<file path="src/sv/hslp_pkg.sv">
// shared constants, types and codes for the hsl palette color generator
package hslp_pkg;

	localparam int HUE_W  = 13;
	localparam int Q_W    = 9;
	localparam int LQ_W   = 11;
	localparam int HM_W   = 11;
	localparam int F_W    = 10;
	localparam int CN_W   = 19;
	localparam int COMP_W = 30;
	localparam int V_W    = 31;
	localparam int P_W    = V_W + 8;
	localparam int W_W    = 18;
	localparam int RP_W   = 34;
	localparam int QE_W   = 10;
	localparam int C_W    = 8;

	localparam logic [HUE_W-1:0] HUE_FULL     = 13'd5760;
	localparam logic [HUE_W-1:0] HUE_SECTOR   = 13'd960;
	localparam logic [13:0]      HUE_FULL2    = 14'd11520;
	localparam logic [Q_W-1:0]   Q_ONE        = 9'd256;
	localparam logic [LQ_W-1:0]  LQ_ONE       = 11'd1280;
	localparam logic [LQ_W-1:0]  LQ_HALF      = 11'd640;
	localparam logic [LQ_W-1:0]  LQ_RAINBOW   = 11'd768;
	localparam logic [15:0]      RECIP_300    = 16'd55924;
	localparam logic [W_W-1:0]   DIV_300      = 18'd300;
	localparam logic [W_W-1:0]   W_MAX        = 18'd76500;
	localparam logic [C_W-1:0]   C_MAX        = 8'd255;

	typedef enum logic {
		CMD_HSL     = 1'b0,
		CMD_PALETTE = 1'b1
	} cmd_t;

	typedef enum logic [2:0] {
		PAL_RAINBOW = 3'd0,
		PAL_FIRE    = 3'd1,
		PAL_ICE     = 3'd2,
		PAL_NEON    = 3'd3
	} pal_t;

	typedef logic [COMP_W-1:0] comp_t;
	typedef logic [C_W-1:0]    color_t;

	// per-stage advance for the back half of the pipe
	typedef struct packed {
		logic en_s5;
		logic en_s6;
		logic en_s7;
		logic en_s8;
		logic vld_s7;
	} chan_ctl_t;

endpackage

</file>
<file path="src/sv/hsl_palette_color_generator_core.sv">
// top level of the hsl palette color generator
// Takes one item per clock while stall is low and returns one RGB color per
// item, in order. The pipeline has eight register stages: input
// decode, hue sector and chroma terms, chroma multiply, component multiply,
// offset add, scale by 255, reciprocal divide, and a correction stage that
// drives the output registers. A stall on the result side holds only the
// filled stages; empty stages keep taking new beats, so the input side stalls
// only when all eight stages hold an item.
module hsl_palette_color_generator_core import hslp_pkg::*; (
	input  logic             clk,
	input  logic             arst_n,
	input  logic             valid,
	output logic             stall,
	input  logic             cmd,
	input  logic [HUE_W-1:0] hue,
	input  logic [Q_W-1:0]   saturation,
	input  logic [Q_W-1:0]   lightness,
	input  logic [2:0]       palette,
	input  logic [Q_W-1:0]   level,
	output logic             rgb_valid,
	input  logic             rgb_stall,
	output logic [C_W-1:0]   red,
	output logic [C_W-1:0]   green,
	output logic [C_W-1:0]   blue
);

	function automatic color_t scale_t(input logic [Q_W-1:0] t, input logic [7:0] k);
		logic [16:0] p;
		p = 17'(t) * 17'(k);
		return p[15:8];
	endfunction

	logic valid_s1, valid_s2, valid_s3, valid_s4, valid_s5, valid_s6, valid_s7, valid_s8;
	logic en_s1, en_s2, en_s3, en_s4, en_s5, en_s6, en_s7, en_s8;

	// stage 1
	logic [HUE_W-1:0] hq_s1;
	logic [Q_W-1:0]   sq_s1;
	logic [LQ_W-1:0]  lq_s1;
	logic             hsl_s1, fire_s1;
	logic [16:0]      tt_s1;
	color_t           pr_s1, pg_s1, pb_s1;
	// stage 2
	logic [F_W-1:0]   f_s2;
	logic [2:0]       sector_s2;
	logic [LQ_W-1:0]  g_s2, lq_s2;
	logic [Q_W-1:0]   sq_s2;
	logic             hsl_s2;
	color_t           pr_s2, pg_s2, pb_s2;
	// stage 3
	logic [CN_W-1:0]  cn_s3;
	logic [F_W-1:0]   f_s3;
	logic [2:0]       sector_s3;
	logic [LQ_W-1:0]  lq_s3;
	logic             hsl_s3;
	color_t           pr_s3, pg_s3, pb_s3;
	// stage 4
	comp_t            cpart_s4, xpart_s4, mpart_s4;
	logic [2:0]       sector_s4;
	logic             hsl_s4;
	color_t           pr_s4, pg_s4, pb_s4;

	logic [Q_W-1:0]   s_c, l_c, t_c;
	logic [HUE_W-1:0] hue_w, hue_rb;
	logic [13:0]      th;
	logic             hsl_in;
	color_t           pr_in, pg_in, pb_in;
	logic [HM_W-1:0]  hm;
	logic [2:0]       sector_in;
	logic [LQ_W:0]    lq2;
	logic [23:0]      fire_b;
	logic [CN_W+F_W-1:0] cnf;
	comp_t            r_comp, g_comp, b_comp;
	chan_ctl_t        ctl;

	// handshake: a stage advances when empty or when the next one advances
	assign en_s8 = !valid_s8 || !rgb_stall;
	assign en_s7 = !valid_s7 || en_s8;
	assign en_s6 = !valid_s6 || en_s7;
	assign en_s5 = !valid_s5 || en_s6;
	assign en_s4 = !valid_s4 || en_s5;
	assign en_s3 = !valid_s3 || en_s4;
	assign en_s2 = !valid_s2 || en_s3;
	assign en_s1 = !valid_s1 || en_s2;
	assign stall = !en_s1;
	assign rgb_valid = valid_s8;

	always_ff @(posedge clk or negedge arst_n) begin
		if (!arst_n) begin
			valid_s1 <= 1'b0;
			valid_s2 <= 1'b0;
			valid_s3 <= 1'b0;
			valid_s4 <= 1'b0;
			valid_s5 <= 1'b0;
			valid_s6 <= 1'b0;
			valid_s7 <= 1'b0;
			valid_s8 <= 1'b0;
		end else begin
			if (en_s1) valid_s1 <= valid;
			if (en_s2) valid_s2 <= valid_s1;
			if (en_s3) valid_s3 <= valid_s2;
			if (en_s4) valid_s4 <= valid_s3;
			if (en_s5) valid_s5 <= valid_s4;
			if (en_s6) valid_s6 <= valid_s5;
			if (en_s7) valid_s7 <= valid_s6;
			if (en_s8) valid_s8 <= valid_s7;
		end
	end

	// stage 1 input decode
	always_comb begin
		s_c    = (saturation > Q_ONE) ? Q_ONE : saturation;
		l_c    = (lightness > Q_ONE) ? Q_ONE : lightness;
		t_c    = (level > Q_ONE) ? Q_ONE : level;
		hue_w  = (hue >= HUE_FULL) ? hue - HUE_FULL : hue;
		// rainbow hue (t*720 deg) in sixteenths is t*45, reduced mod 5760
		th     = 14'(t_c) * 14'd45;
		if (th >= HUE_FULL2)
			hue_rb = HUE_W'(th - HUE_FULL2);
		else if (th >= 14'(HUE_FULL))
			hue_rb = HUE_W'(th - 14'(HUE_FULL));
		else
			hue_rb = th[HUE_W-1:0];
		hsl_in = (cmd == CMD_HSL) || (palette == PAL_RAINBOW);
		case (palette)
			PAL_FIRE: begin
				pr_in = C_MAX;
				pg_in = 8'd80 + scale_t(t_c, 8'd175);
				pb_in = '0;
			end
			PAL_ICE: begin
				pr_in = 8'd100 + scale_t(t_c, 8'd155);
				pg_in = 8'd150 + scale_t(t_c, 8'd105);
				pb_in = C_MAX;
			end
			PAL_NEON: begin
				pr_in = 8'd200 + scale_t(t_c, 8'd55);
				pg_in = 8'd50 + scale_t(t_c, 8'd100);
				pb_in = C_MAX;
			end
			default: begin
				pr_in = C_MAX;
				pg_in = C_MAX;
				pb_in = C_MAX;
			end
		endcase
	end

	always_ff @(posedge clk) begin
		if (en_s1) begin
			if (cmd == CMD_HSL) begin
				hq_s1 <= hue_w;
				sq_s1 <= s_c;
				lq_s1 <= LQ_W'(l_c) * LQ_W'(5);
			end else begin
				hq_s1 <= hue_rb;
				sq_s1 <= Q_ONE;
				lq_s1 <= LQ_RAINBOW;
			end
			hsl_s1  <= hsl_in;
			fire_s1 <= (palette == PAL_FIRE);
			tt_s1   <= 17'(t_c) * 17'(t_c);
			pr_s1   <= pr_in;
			pg_s1   <= pg_in;
			pb_s1   <= pb_in;
		end
	end

	// stage 2 hue sector, fractional position and lightness term
	always_comb begin
		if (hq_s1 >= 13'd3840)
			hm = HM_W'(hq_s1 - 13'd3840);
		else if (hq_s1 >= 13'd1920)
			hm = HM_W'(hq_s1 - 13'd1920);
		else
			hm = hq_s1[HM_W-1:0];
		if (hq_s1 < 13'd960)       sector_in = 3'd0;
		else if (hq_s1 < 13'd1920) sector_in = 3'd1;
		else if (hq_s1 < 13'd2880) sector_in = 3'd2;
		else if (hq_s1 < 13'd3840) sector_in = 3'd3;
		else if (hq_s1 < 13'd4800) sector_in = 3'd4;
		else                       sector_in = 3'd5;
		lq2    = {lq_s1, 1'b0};
		fire_b = 24'(tt_s1) * 24'd80;
	end

	always_ff @(posedge clk) begin
		if (en_s2) begin
			f_s2      <= (hm >= HM_W'(HUE_SECTOR)) ? F_W'(11'd1920 - hm) : hm[F_W-1:0];
			sector_s2 <= sector_in;
			g_s2      <= (lq_s1 >= LQ_HALF) ? LQ_W'(12'd2560 - lq2) : lq2[LQ_W-1:0];
			lq_s2     <= lq_s1;
			sq_s2     <= sq_s1;
			hsl_s2    <= hsl_s1;
			pr_s2     <= pr_s1;
			pg_s2     <= pg_s1;
			pb_s2     <= fire_s1 ? fire_b[23:16] : pb_s1;
		end
	end

	// stage 3 chroma
	always_ff @(posedge clk) begin
		if (en_s3) begin
			cn_s3     <= CN_W'(g_s2) * CN_W'(sq_s2);
			f_s3      <= f_s2;
			sector_s3 <= sector_s2;
			lq_s3     <= lq_s2;
			hsl_s3    <= hsl_s2;
			pr_s3     <= pr_s2;
			pg_s3     <= pg_s2;
			pb_s3     <= pb_s2;
		end
	end

	// stage 4 terms over the common denominator 960 * 655360
	assign cnf = (CN_W + F_W)'(cn_s3) * (CN_W + F_W)'(f_s3);

	always_ff @(posedge clk) begin
		if (en_s4) begin
			cpart_s4  <= COMP_W'(cn_s3) * COMP_W'(1920);
			xpart_s4  <= {cnf[COMP_W-2:0], 1'b0};
			mpart_s4  <= COMP_W'(lq_s3) * COMP_W'(491520) - COMP_W'(cn_s3) * COMP_W'(960);
			sector_s4 <= sector_s3;
			hsl_s4    <= hsl_s3;
			pr_s4     <= pr_s3;
			pg_s4     <= pg_s3;
			pb_s4     <= pb_s3;
		end
	end

	always_comb begin
		case (sector_s4)
			3'd0: begin r_comp = cpart_s4; g_comp = xpart_s4; b_comp = '0;       end
			3'd1: begin r_comp = xpart_s4; g_comp = cpart_s4; b_comp = '0;       end
			3'd2: begin r_comp = '0;       g_comp = cpart_s4; b_comp = xpart_s4; end
			3'd3: begin r_comp = '0;       g_comp = xpart_s4; b_comp = cpart_s4; end
			3'd4: begin r_comp = xpart_s4; g_comp = '0;       b_comp = cpart_s4; end
			default: begin r_comp = cpart_s4; g_comp = '0;    b_comp = xpart_s4; end
		endcase
	end

	assign ctl.en_s5  = en_s5;
	assign ctl.en_s6  = en_s6;
	assign ctl.en_s7  = en_s7;
	assign ctl.en_s8  = en_s8;
	assign ctl.vld_s7 = valid_s7;

	hslp_chan u_red (
		.clk     (clk),
		.arst_n  (arst_n),
		.ctl     (ctl),
		.comp    (r_comp),
		.mpart   (mpart_s4),
		.pal_val (pr_s4),
		.use_hsl (hsl_s4),
		.color   (red)
	);

	hslp_chan u_green (
		.clk     (clk),
		.arst_n  (arst_n),
		.ctl     (ctl),
		.comp    (g_comp),
		.mpart   (mpart_s4),
		.pal_val (pg_s4),
		.use_hsl (hsl_s4),
		.color   (green)
	);

	hslp_chan u_blue (
		.clk     (clk),
		.arst_n  (arst_n),
		.ctl     (ctl),
		.comp    (b_comp),
		.mpart   (mpart_s4),
		.pal_val (pb_s4),
		.use_hsl (hsl_s4),
		.color   (blue)
	);

	a_accept_fill: assert property (@(posedge clk) disable iff (!arst_n)
		valid && !stall |=> valid_s1)
		else $error("accepted beat did not enter the pipe");

	a_s1_hold: assert property (@(posedge clk) disable iff (!arst_n)
		valid_s1 && !en_s1 |=> valid_s1 && $stable(hq_s1) && $stable(lq_s1) && $stable(sq_s1))
		else $error("held stage changed under stall");

	a_s2_range: assert property (@(posedge clk) disable iff (!arst_n)
		valid_s2 |-> (f_s2 <= F_W'(HUE_SECTOR)) && (sector_s2 <= 3'd5) && (g_s2 <= LQ_ONE))
		else $error("hue sector terms out of range");

	a_offset_pos: assert property (@(posedge clk) disable iff (!arst_n)
		valid_s3 |-> 20'(cn_s3) <= 20'(lq_s3) * 20'd512)
		else $error("negative lightness offset");

endmodule

</file>
<file path="src/sv/hslp_chan.sv">
// one color channel: offset add, scale by 255 and divide down to 8 bits, or pass the palette value
module hslp_chan import hslp_pkg::*; (
	input  logic      clk,
	input  logic      arst_n,
	input  chan_ctl_t ctl,
	input  comp_t     comp,
	input  comp_t     mpart,
	input  color_t    pal_val,
	input  logic      use_hsl,
	output color_t    color
);

	logic [V_W-1:0]  v_s5;
	logic [W_W-1:0]  w_s6, w_s7;
	logic [QE_W-1:0] qe_s7;
	color_t          pal_s5, pal_s6, pal_s7, color_s8;
	logic            hsl_s5, hsl_s6, hsl_s7;

	logic [P_W-1:0]  p_v255;
	logic [RP_W-1:0] p_recip;
	logic [W_W-1:0]  qe_x300;
	logic [W_W-1:0]  rem;
	logic [QE_W-1:0] q_fix;
	color_t          q_sat;

	// v*255 = (v << 8) - v, then drop the 2^21 part of the 629145600 denominator
	assign p_v255  = {v_s5, 8'd0} - P_W'(v_s5);
	// floor(w / 300) via reciprocal, off by at most one low
	assign p_recip = RP_W'(w_s6) * RP_W'(RECIP_300);
	assign qe_x300 = W_W'(qe_s7) * DIV_300;
	assign rem     = w_s7 - qe_x300;
	assign q_fix   = (rem >= DIV_300) ? qe_s7 + QE_W'(1) : qe_s7;
	assign q_sat   = (q_fix > QE_W'(C_MAX)) ? C_MAX : q_fix[C_W-1:0];

	always_ff @(posedge clk) begin
		if (ctl.en_s5) begin
			v_s5   <= V_W'(comp) + V_W'(mpart);
			pal_s5 <= pal_val;
			hsl_s5 <= use_hsl;
		end
		if (ctl.en_s6) begin
			w_s6   <= p_v255[P_W-1:21];
			pal_s6 <= pal_s5;
			hsl_s6 <= hsl_s5;
		end
		if (ctl.en_s7) begin
			qe_s7  <= p_recip[RP_W-1:24];
			w_s7   <= w_s6;
			pal_s7 <= pal_s6;
			hsl_s7 <= hsl_s6;
		end
		if (ctl.en_s8) begin
			color_s8 <= hsl_s7 ? q_sat : pal_s7;
		end
	end

	assign color = color_s8;

	a_recip_low: assert property (@(posedge clk) disable iff (!arst_n)
		ctl.vld_s7 |-> (qe_x300 <= w_s7) && (rem < (DIV_300 + DIV_300)))
		else $error("reciprocal quotient off by more than one");

	a_w_range: assert property (@(posedge clk) disable iff (!arst_n)
		ctl.vld_s7 && hsl_s7 |-> w_s7 <= W_MAX)
		else $error("scaled component above full scale");

endmodule

</file>
<file path="config.mk">
export PLATFORM = sky130hd
export DESIGN_NAME = hsl_palette_color_generator_core
export DESIGN_NICKNAME = d
export VERILOG_FILES = /design/src/sv/hslp_pkg.sv /design/src/sv/hsl_palette_color_generator_core.sv /design/src/sv/hslp_chan.sv
export SDC_FILE = /design/constraint.sdc
export NUM_CORES = 2
export LEC_CHECK = 0
export ABC_AREA = 0
export ABC_CLOCK_PERIOD_IN_PS = 8700
export BUFFER_PORTS_ARGS = -buffer_cell sky130_fd_sc_hd__buf_4
export CORE_ASPECT_RATIO = 1.1
export CORE_MARGIN = 2
export CORE_UTILIZATION = 53
export CTS_BUF_LIST = sky130_fd_sc_hd__clkbuf_16
export CTS_CLUSTER_SIZE = 16
export DETAILED_ROUTE_END_ITERATION = 6
export GPL_TIMING_DRIVEN = 0
export PLACE_DENSITY = 0.69
export SYNTH_ARGS = -nofsm -noshare
export SYNTH_HDL_FRONTEND = slang
export SYNTH_HIERARCHICAL = 1
export SYNTH_SLANG_ARGS = --single-unit
</file>
<file path="constraint.sdc">
create_clock -name clk -period 8.7 [get_ports clk]
set_input_delay 1.305 -clock clk [delete_from_list [all_inputs] [get_ports clk]]
set_output_delay 1.305 -clock clk [all_outputs]
set_load 0.02 [all_outputs]
</file>
### Word-level counts from Yosys, hierarchy flattened

Cells that the tools add are included.

| storage, ports and cells | value |
|---|---|
| bits in registers | 661 |
| latch bits | 0 |
| RAM bits | 0 |
| ROM bits | 0 |
| output and inout bits | 26 |
| word-level logic and storage cells | 206 |
| memories kept | 0 |

| operators by class | value |
|---|---|
| add/sub/neg operators | 25 |
| $mul | 20 |
| div/mod/pow operators | 0 |
| order comparisons | 21 |
| equality and inequality tests | 7 |
| shifts and indexed selects | 0 |
| muxes and demuxes | 30 |
| bitwise gates (word level) | 1 |
| reduce and logical (&&, ||, !) cells | 30 |

Operator list:

| cell | count |
|---|---|
| one-hot mux 30 bit (2 select lines) | 3 |
| subtractor 39 x 31 -> 39 bit | 3 |
| multiplier 18 x 14 -> 32 bit, second input constant | 3 |
| adder 30 x 30 -> 31 bit | 3 |
| 2-to-1 mux 8 bit | 8 |
| >= comparator 18 x 9 -> 1 bit, second input constant | 3 |
| subtractor 18 bit | 3 |
| 2-to-1 mux 13 bit | 4 |
| multiplier 10 x 7 -> 16 bit, second input constant | 3 |
| multiplier 19 x 4 -> 23 bit, second input constant | 2 |
| 2-to-1 mux 10 bit | 4 |
| 2-to-1 mux 11 bit | 3 |
| multiplier 9 x 8 -> 16 bit, second input constant | 2 |
| adder 10 x 1 -> 10 bit, second input constant | 3 |
| > comparator 10 x 8 -> 1 bit, second input constant | 3 |
| subtractor 30 x 29 -> 30 bit | 1 |
| multiplier 19 x 10 -> 29 bit | 1 |
| > comparator 9 bit, second input constant | 3 |
| < comparator 13 x 12 -> 1 bit, second input constant | 2 |
| subtractor 13 bit, second input constant | 2 |
| one-hot mux 8 bit (3 select lines) | 1 |
| >= comparator 11 x 10 -> 1 bit, second input constant | 2 |
| subtractor 11 bit, second input constant | 2 |
| multiplier 17 x 3 -> 20 bit, second input constant | 1 |
| other kinds (36) | 69 |

### Depth between registers and ports, before layout

| logic depth | value |
|---|---|
| depth in word-level cells | 10 |
| gate-level depth with buffers | 28 |
| gate-level depth less buffers | 28 |

### Cells and area by module

The synthesis kept the hierarchy.

Modules (own cells, without submodules):

| module | instances | cells an instance | area each (um^2) |
|---|---|---|---|
| hsl_palette_color_generator_core | 1 | 3,078 | 32,337.3 |
| hslp_chan at u_red | 1 | 1,165 | 12,563.3 |
| hslp_chan at u_green | 1 | 1,142 | 12,523.3 |
| hslp_chan at u_blue | 1 | 1,152 | 12,391.9 |

### Worst setup path after synthesis

Ideal clock, no wire load.

| path | value |
|---|---|
| path kind | input -> output |
| start point | input port rgb_stall |
| end point | output port stall |
| arrival | 5.982 ns |
| required time | 7.395 ns |
| slack | 1.413 ns |
| stages | 6 |
| path through | and3_1 -> and3_1 -> nand3_1 -> inv_1 -> nand3_1 -> inv_1 |

| between the ends | value |
|---|---|
| longest elaborated chain between the ends | 10 |

RTL lines:

| element | line | text |
|---|---|---|
| start: declaration | hsl_palette_color_generator_core.sv:21 | `input logic rgb_stall,` |
| zero test 1 bit | hsl_palette_color_generator_core.sv:77 | `assign en_s8 = !valid_s8 \|\| !rgb_stall;` |
| logical OR 1 bit | hsl_palette_color_generator_core.sv:77 |  |
| logical OR 1 bit | hsl_palette_color_generator_core.sv:78 | `assign en_s7 = !valid_s7 \|\| en_s8;` |
| logical OR 1 bit | hsl_palette_color_generator_core.sv:79 | `assign en_s6 = !valid_s6 \|\| en_s7;` |
| logical OR 1 bit | hsl_palette_color_generator_core.sv:80 | `assign en_s5 = !valid_s5 \|\| en_s6;` |
| logical OR 1 bit | hsl_palette_color_generator_core.sv:81 | `assign en_s4 = !valid_s4 \|\| en_s5;` |
| logical OR 1 bit | hsl_palette_color_generator_core.sv:82 | `assign en_s3 = !valid_s3 \|\| en_s4;` |
| net en_s3 | hsl_palette_color_generator_core.sv:34 | `logic en_s1, en_s2, en_s3, en_s4, en_s5, en_s6, en_s7, en_s8;` |
| logical OR 1 bit | hsl_palette_color_generator_core.sv:83 | `assign en_s2 = !valid_s2 \|\| en_s3;` |
| logical OR 1 bit | hsl_palette_color_generator_core.sv:84 | `assign en_s1 = !valid_s1 \|\| en_s2;` |
| zero test 1 bit | hsl_palette_color_generator_core.sv:85 | `assign stall = !en_s1;` |
| end: declaration | hsl_palette_color_generator_core.sv:13 | `output logic stall,` |

The timed path passes the listed nets, and every way through them passes these cells.

### Worst setup path in the final report

| path | value |
|---|---|
| start point | input port level[8] |
| end point | register pg_s1[6] (data pin) |

| between the ends | value |
|---|---|
| longest elaborated chain between the ends | 5 |
| elaborated cells between the ends (all ways) | 9 |

RTL lines:

| element | line | text |
|---|---|---|
| start: declaration | hsl_palette_color_generator_core.sv:19 | `input logic [Q_W-1:0] level,` |
| > comparator 9 bit | hsl_palette_color_generator_core.sv:114 | `t_c = (level > Q_ONE) ? Q_ONE : level;` |
| 2-to-1 mux 9 bit (*) | hsl_palette_color_generator_core.sv:114 |  |
| multiplier 9 x 5 -> 14 bit (tied with other cells) | hsl_palette_color_generator_core.sv:29 | `p = 17'(t) * 17'(k);` |
| adder 6 x 8 -> 8 bit (tied with other cells) | hsl_palette_color_generator_core.sv:138 | `pg_in = 8'd50 + scale_t(t_c, 8'd100);` |
| one-hot mux 8 bit (3 select lines) (*) | hsl_palette_color_generator_core.sv:125 | `case (palette)` |
| end signal: assignment | hsl_palette_color_generator_core.sv:164 | `pg_s1 <= pg_in;` |
| end: declaration | hsl_palette_color_generator_core.sv:42 | `color_t pr_s1, pg_s1, pb_s1;` |

Mark *: on every way between the ends. The rest lies on a longest branch, timed or not.
A chain may end at the register's enable or synchronous reset.

==> metrics.md <==
| Metric | Value |
|---|---|
| Status | completed |
| Worst setup SP type | input port |
| Filler instances | 11100 |
| Setup violators final | 0 |
| Slew Limit Fails | 0 |
| Die area | 135000 sq um |
| Required time of the worst setup path | 9.07 ns |
| Post-cts sizing count | 0 |
| Post-synth top area share | 27.2% |
| Critical-path top delay cell | ha_1 |
| CP Class | in2reg |
| Clock Path Buffers | 3 |
| Number of global-route vias before repair | 48400 |
| Syn Std Cell Area | 69800 sq um |
| Io pins | 74 |
| Post-route antenna net violation count | 0 |
| Prevailing post-synth register cell | edfxtp_1 |
| Port Buffers | 72 |
| Max Freq | 135 MHz |
| Synth async-reset ratio | 1.25% |
| CTS tree | yes |
| Slew of the pin with the lowest slew margin | 1.29 ns |
| Post-synth top area cell | edfxtp_1 |
| Worst min path class | reg2reg |
| Setup TNS | 0 ns |
| HP Start | pg_s1[7] |
| Post-Route WL | 150000 um |
| Top-count cell post-synth | ha_1 |
| Routed WL per cell | 17.5 um |
| Crit path top cell by count | inv_1 |
| Period minus WS final | 7.38 ns |
| DP Cell Count | 8425 |
| Final instance area | 75400 sq um |
| Synth area leaders | edfxtp_1, ha_1, fa_1 |
| Postcts setup bufs | 0 |
| Largest net degree at the start of global routing | 80 |
| CP max stage delay | 0.66 ns |
| Synth Instances | 6537 |
| Final hold vios | 0 |
| Tot GR Track Use | 22.8% |
| Relative slew slack | 13.7% |
| Rows | 139 |
| Post-synth EDFFs | 632 |
| Worst Skew | 0.0364 ns |
| Initial Util | 53.5% |
| Max FO, Critical Path | 12 |
| H-Tree Depth | 3 |
| Flops & latches, synth | 640 |
| Worst EP arrival | 7.76 ns |
| Residual DRC count | 0 |
| Initial antenna violation count | 3 |
| Die Wd | 350 um |
| Reg area | 19200 sq um |
| Crit path from | level[8] |
| Root Driver | clkbuf_16 |
| Clk Latency, worst-skew pair | 0.65 ns |
| DP HPWL | 124000 um |
| Hold buffer count at CTS | 0 |
| Most instantiated cells after synthesis | ha_1, inv_1, fa_1 |
| Seq/Total Area, Yosys | 27.5% |
| CP endpoint kind | flip-flop |
| Layout cells sized above 1 | 4.82% |
| Cell area after placement | 73000 sq um |
| Die Y | 385 um |
| Warnings, synthesis | 6 |
| Critical R2R Launch | u_red/qe_s7[3] |
| Worst path cell trace | buf_4, inv_1, nand2_1, inv_1, ha_1, inv_1, fa_1, inv_1, ha_1, inv_1, fa_1, inv_1, ha_1, nor3_1, nor2_1, a32o_1, a221oi_1, nor2_1, a2111oi_0, a21oi_1, xor2_1, o211ai_1, nand2_1 |
| Area of the multi-input gates | 46400 sq um |
| Max-cap violations | 0 |
| Final GP Congestion | 0.949 |
| TritonRoute pass-1 iters | 5 |
| Area growth, synth to finish | 7.99% |
| Layout Nets | 8582 |
| CTS buffer count | 73 |
| Tcrit/Tclk final | 84.9% |
| Iteration-0 DRC Markers | 2524 |
| Layout Cells excl Fill | 8561 |
| Placeable Area | 131000 sq um |
| Synthesized area per cell | 10.7 sq um |
| RSZ-0062 raised after global routing | no |
| Clock slew at reported path FFs | 0.06 ns |
| Fin util | 57.7% |
| Gr ovfl total | 0 |
| Via count | 47100 |
| First-pass GRT wire length | 246000 um |
| Number of library cell types mapped by synthesis | 120 |
| Clk sinks | 640 |
| Drt via density | 5.50 |
[critical path: cells and delay by family]
| family | cells | cell delay [ns] |
|---|---|---|
| simple gates | 5 | 0.78 |
| compound gates | 5 | 1.61 |
| fa+ha+maj | 5 | 2.30 |
| buf+inv | 7 | 1.61 |
| xor+xnor | 1 | 0.16 |
[worst paths after layout]
| kind | end | slack (ns) | cells past startpoint |
|---|---|---|---|
| max | pg_s1[6] | 1.32 | 23 |
| min | pg_s2[7] | 0.40 | 0 |
| max reg2reg | u_red/color[1] | 1.76 | 25 |
| min reg2reg | pg_s2[7] | 0.40 | 0 |
| max in group asynchronous | valid_s7 | 8.09 | 1 |
| min in group asynchronous | rgb_valid | 0.47 | 1 |
[through the flow]
step | worst slack [ns] | hold WS (ns)
6_report | 1.32 | 0.403
5_1_grt | 0.758 | 0.403
4_1_cts | 1.36 | 0.400
3_5_place_dp | 0.673 | 0.405
3_3_place_gp | -0.322 | 0.401
2_1_floorplan | 1.41 | 0.400
[registers in the layout, indices dropped and copies added, names as in the netlist, 18 cells and up]
name / flops
u_red/w_s6: 18
u_blue/v_s5: 31
u_blue/w_s6: 18
mpart_s4: 22
xpart_s4: 28
cpart_s4: 22
u_red/v_s5: 31
cn_s3: 18
u_green/v_s5: 31
u_green/w_s6: 18
[cell families (layout without fill, tap and decap cells)]
family                     after synthesis  after routing  synth area share, %
AOI/OAI and AO/OA                     1100           1100                 10.8
xor gates and xnor gates               398            398                 5.03
adders and majority gates             1796           1796                 39.6
buffers and inverters                 1181           1397                 6.44
DFF                                    640            640                 27.5
muxes                                   40             40                0.604
other                                    2             48               0.0108
and+or+nand+nor                       1380           1380                 10.1
[cells in the final DEF (no fill, tap or decap), types with 20 or more instances in the layout]
| cell type | synthesis | layout |
|---|---|---|
| ha_1 | 1111 | 1111 |
| o211ai_1 | 27 | 27 |
| nand4_1 | 33 | 33 |
| clkbuf_16 | 0 | 76 |
| o21ai_0 | 210 | 210 |
| fa_1 | 685 | 685 |
| a211oi_1 | 34 | 34 |
| or3_1 | 32 | 32 |
| xor2_1 | 127 | 127 |
| a21o_1 | 117 | 117 |
| clkbuf_1 | 94 | 94 |
| xnor2_1 | 269 | 269 |
| edfxtp_1 | 632 | 632 |
| buf_4 | 2 | 74 |
| conb_1 | 2 | 47 |
| a22o_1 | 68 | 68 |
| nor3_1 | 103 | 103 |
| nor2b_1 | 88 | 84 |
| nor2_1 | 265 | 265 |
| or2_2 | 23 | 23 |
| o21a_1 | 45 | 45 |
| and3_1 | 42 | 42 |
| o21bai_1 | 35 | 35 |
| a31oi_1 | 30 | 30 |
| nand3_1 | 86 | 84 |
| mux2i_1 | 23 | 23 |
| nand2_1 | 369 | 366 |
| o2111ai_1 | 20 | 20 |
| and2_1 | 164 | 164 |
| nand2b_1 | 74 | 74 |
| nor4_1 | 22 | 22 |
| inv_1 | 1072 | 1080 |
| a21oi_1 | 272 | 272 |
[layout make-up]
cell class | instances | share of cell area [%]
Multi-Input combinational cell | 4761 | 61.5
Sequential cell | 640 | 25.4
Inverter | 1072 | 5.34
Tap cell | 1762 | 2.92
Clock buffer | 76 | 2.52
Timing Repair Buffer | 81 | 1.01
Clock inverter | 59 | 0.632
Buffer | 109 | 0.631
Antenna cell | 1 | 0.00332
[layer usage]
metal / part of all wire (%) / up-vias / global-route usage [%]
li1: - / 22900 / -
met1: 43 / 23200 / 29.4
met2: 50 / 881 / 40.8
met3: 4.0 / 198 / 2.47
met4: 2.3 / 0 / 5.46
met5: 0 / - / 0
Power is left out: the tool's default activity adds up to more than one toggle a clock period on the data nets, which glitch-free logic cannot reach.
